**src/sv/lzom_pkg.sv**
```systemverilog
`timescale 1ns / 1ps
// ---------------------------------------------------------------------------
// lzom_pkg
// Shared constants, codes and word types of the layer z-order manager.
// ---------------------------------------------------------------------------
package lzom_pkg;

    localparam int MAX_LAYERS  = 256;
    localparam int LAYER_AW    = $clog2(MAX_LAYERS);
    localparam int COUNT_BITS  = LAYER_AW + 1;
    localparam int HEIGHT_BITS = LAYER_AW + 1;
    localparam int ID_BITS     = 8;
    localparam int COORD_BITS  = 12;
    localparam int EDGE_BITS   = COORD_BITS + 1;
    localparam int OP_BITS     = 3;
    localparam int S_TDATA_BITS = 72;
    localparam int M_TDATA_BITS = 72;

    localparam logic signed [HEIGHT_BITS-1:0] HEIGHT_HIDDEN = '1;
    localparam logic signed [HEIGHT_BITS-1:0] HEIGHT_TOP_MAX = HEIGHT_BITS'(MAX_LAYERS - 1);
    localparam logic SHEET_USE = 1'b1;

    typedef enum logic [OP_BITS-1:0] {
        OP_ALLOC      = 3'd0,
        OP_FREE       = 3'd1,
        OP_SET_HEIGHT = 3'd2,
        OP_SET_SIZE   = 3'd3,
        OP_MOVE       = 3'd4,
        OP_DIRTY      = 3'd5
    } op_t;

    typedef struct packed {
        op_t                           op;
        logic [ID_BITS-1:0]            sheet_id;
        logic signed [HEIGHT_BITS-1:0] target_height;
        logic signed [COORD_BITS-1:0]  x0;
        logic signed [COORD_BITS-1:0]  y0;
        logic signed [COORD_BITS-1:0]  x1;
        logic signed [COORD_BITS-1:0]  y1;
    } req_t;

    typedef struct packed {
        logic                          status;
        logic [ID_BITS-1:0]            sheet_out;
        logic signed [HEIGHT_BITS-1:0] height_out;
        logic                          redraw;
        logic signed [EDGE_BITS-1:0]   rect_x0;
        logic signed [EDGE_BITS-1:0]   rect_y0;
        logic signed [EDGE_BITS-1:0]   rect_x1;
        logic signed [EDGE_BITS-1:0]   rect_y1;
        logic                          last;
    } res_t;

    typedef struct packed {
        logic signed [COORD_BITS-1:0] pos_x;
        logic signed [COORD_BITS-1:0] pos_y;
        logic signed [COORD_BITS-1:0] size_w;
        logic signed [COORD_BITS-1:0] size_h;
    } geom_t;

    typedef struct packed {
        logic                we;
        logic [LAYER_AW-1:0] waddr;
        logic [LAYER_AW-1:0] wdata;
        logic [LAYER_AW-1:0] raddr;
    } ot_req_t;

    typedef struct packed {
        logic signed [COORD_BITS-1:0] a;
        logic signed [COORD_BITS-1:0] b;
    } alu_req_t;

endpackage

```
**src/sv/lzom_edge_alu.sv**
```systemverilog
`timescale 1ns / 1ps
// ---------------------------------------------------------------------------
// lzom_edge_alu
// Shared registered adder that builds one rectangle edge per cycle.
// ---------------------------------------------------------------------------
module lzom_edge_alu (
    input  logic                                     aclk,
    input  lzom_pkg::alu_req_t                       req,
    output logic signed [lzom_pkg::EDGE_BITS-1:0]    sum
);

    logic signed [lzom_pkg::EDGE_BITS-1:0] sum_reg;
    logic signed [lzom_pkg::EDGE_BITS-1:0] sum_next;

    // sign-extend both operands by one bit, add
    assign sum_next = $signed({req.a[lzom_pkg::COORD_BITS-1], req.a})
                    + $signed({req.b[lzom_pkg::COORD_BITS-1], req.b});

    always_ff @(posedge aclk) begin
        sum_reg <= sum_next;
    end

    assign sum = sum_reg;

endmodule

```
**config.mk**
```make
export PLATFORM = sky130hd
export DESIGN_NAME = lzom_edge_alu
export DESIGN_NICKNAME = d
export VERILOG_FILES = /design/src/sv/lzom_pkg.sv /design/src/sv/lzom_edge_alu.sv
export SDC_FILE = /design/constraint.sdc
export NUM_CORES = 1
export LEC_CHECK = 0
export ABC_CLOCK_PERIOD_IN_PS = 2400
export BUFFER_PORTS_ARGS = -buffer_cell sky130_fd_sc_hd__buf_2
export CORE_MARGIN = 2
export CORE_UTILIZATION = 44
export CTS_CLUSTER_DIAMETER = 200
export DETAILED_ROUTE_END_ITERATION = 10
export GPL_TIMING_DRIVEN = 1
export PLACE_DENSITY = 0.81
export SYNTH_ARGS = -nofsm -noshare
export SYNTH_HDL_FRONTEND = slang
export SYNTH_SLANG_ARGS = --single-unit
```
**constraint.sdc**
```tcl
create_clock -name aclk -period 2.4 [get_ports aclk]
set_input_delay 0 -clock aclk [delete_from_list [all_inputs] [get_ports aclk]]
set_output_delay 0 -clock aclk [all_outputs]
set_load 0.01 [all_outputs]
```
==> impl_metrics.toml <==
[worst_hold_path]
hold_path_class = "in -> reg"
hold_depth = 2
whs_endpoint = "sum[1]$_DFF_P_"
worstHoldStart = "req[13]"

[worst_setup_path]
cp.arrival_ns = 2.46
cp.required_ns = 2.62
cp-start-kind = "primary input"
cp_max_fo = 4
end_kind = "flop"
timing.setup.critical_path_class = "in -> reg"

[die]
die_w_um = 46.29
io_pins = 38
fp.coreArea_mm2 = 0.001708
initial_core_util = 0.4608
die_y_um = 46.29
rows = 15
die-area_mm2 = 0.002143

[synth]
syn_avg_cell_area_um2 = 10.09
syn-num-nets = 116
ys_seq_area_frac = 0.3307
synth_top_area_cell = "dfxtp_1"
syn-instance-count = 78
synth_area_leaders = "dfxtp_1 33%, ha_1 19%, xor2_1 5.6%, xnor2_1 4.5%, a21oi_1 3.8%"
yosys_warnings = 0
yosysTopAreaCellShare = 0.3307
synthDistinctLibCells = 30
ys_ff_latch = 13
syn_area_um2 = 787.0

[clocking]
clock_path_buffers = 2
postCtsSetupBuffers = 0
cts.clk_slew.worst_paths_ns = 0.07
ctsResizeCount = 0
clock-sinks = 13
cts_max_level = 1
cts-root-buf = "clkbuf_4"
cts_tree = "yes"
cts_buffers = 3

[route]
first_iter_violations = 19
dr.pass1.iters = 5
vias = 748
routedWlPerCell_um = 11.45
drc = 0
wl_mm = 1.671
postRouteAntennaNets = 0
avgViaCountPerCell = 5.123

[grt]
track_usage = 0.1689
antenna_found_initial = 0
grt_pass1_wl_mm = 2.532
grt_pass1_vias = 632
grt-ovfl-total = 0
grt_max_degree = 9

[cells_and_area]
diodes = 0
finalNonFillerCells = 146
fill_cells = 153
final_cell_mix = "37 x buf_2, 13 x dfxtp_1, 12 x ha_1"
drive_gt1_frac = 0.3967
largest_register_ffs = 13
syn2layout_area_growth_pct = 33.39
layout_commonest_cell = "buf_2"
nets = 160

[flow_run]
cap_viol_max_count = 0

[power_and_ir_drop]
total_power_w = 0.0006262
vdd_drop_max_mv = 0.3200
cellLeakagePower_nw = 0.5247
p_per_area_mw_per_mm2 = 596.5

[timing]
finalCriticalPeriod_ns = 2.245
rsz0062_at_grt = "no"
hold_viol_final = 0
post-route-period-util = 0.9353
finalSetupViolCount = 0
slew_viol_final = 0
setup_tns_ns = 0
fmax_ghz = 0.4455
worstMarginPinSlew_ns = 0.3953
relSlewSlack = 0.7297

[placement]
port_buffers = 37
place.gp.congestion = 0.8156
dp_hpwl_mm = 1.370
place_inst = 140

[outcome]
outcome = "finished, final reports clean"
per-layer routing:
layer  track usage  vias to the layer above  wire [um]
li1              -                      383          -
met1        0.1792                      337        696
met2        0.3139                       28        884
met3       0.01569                        0         91
met4        0.1029                        0          0
met5             0                        -          0
final cells by class:
| cell class | count | area, um2 | share of cell area |
|---|---|---|---|
| clock buffer | 4 | 26.28 | 0.02503 |
| inverter | 1 | 3.754 | 0.003576 |
| multi-input combinational | 64 | 523.0 | 0.4982 |
| sequential | 13 | 260.3 | 0.2479 |
| tap | 25 | 31.28 | 0.02980 |
| timing repair buffer | 39 | 205.2 | 0.1955 |
synthesized netlist by cell type, drive strengths merged:
library cell   n
a2111oi        2
a21o           3
a21oi          6
a221oi         1
a311oi         1
a31o           1
and3           3
and4           1
dfxtp         13
fa             1
ha            12
inv            1
mux2           1
nand2          3
nand3          2
nand3b         1
nand4          2
nor2           6
nor2b          1
nor3           2
nor4           1
o211ai         1
o21ai          2
o21bai         1
or4            1
xnor2          4
xor2           5
power by group:
group	switching, W	leakage [nW]	internal [W]
combinational	0.000118	0.400	0.000111
clock	0.0000653	0.0150	0.0000644
sequential	0.00000775	0.110	0.000260
worst max-delay path, cell delays in order:
cell           delay [ns]
dlygate4sd3_1        0.53
buf_2                0.12
ha_1                 0.20
fa_1                 0.40
a21o_2               0.24
a221oi_2             0.30
o21bai_2             0.16
a2111oi_2            0.31
mux2_2               0.21
cells by family after synthesis:
logic type               after synthesis  synth area share
buffers and inverters                  1          0.004765
multiplexers                           1           0.01431
XOR/XNOR                               9            0.1002
AO/OA/AOI/OAI                         18            0.1781
adder cells (fa/ha/maj)               13            0.2162
flip-flops                            13            0.3307
AND/OR/NAND/NOR                       23            0.1558
through the flow:
step | instance area (um2) | worst slack [ns] | util | hold WS [ns]
2_1_floorplan | 787.0 | 0.6166 | - | 0.1203
3_3_place_gp | 1003 | 0.4572 | 0.5875 | 0.2177
3_5_place_dp | 1003 | 0.4279 | 0.5875 | 0.2300
4_1_cts | 1050 | 0.1406 | 0.6147 | 0.008628
5_1_grt | 1050 | 0.02155 | 0.6147 | 0.01607
6_report | 1050 | 0.1553 | 0.6147 | 0.01028
how the worst max path moves through the flow:
stage,start,to,slack [ns]
3_3_place_gp,req[0],sum[10]$_DFF_P_,0.46
6_report,req[12],sum[12]$_DFF_P_,0.16
4_1_cts,req[12],sum[12]$_DFF_P_,0.14
3_5_place_dp,req[0],sum[10]$_DFF_P_,0.43
2_1_floorplan,req[0],sum[10]$_DFF_P_,0.62
5_1_grt,req[12],sum[12]$_DFF_P_,0.02
repair_timing:
action | CTS | global route
setup endpoints to repair | 0 | 0
hold endpoints to repair | 1 | 0
hold buffers | 2 | 0
No activity file was read; power rests on OpenSTA's default activity.
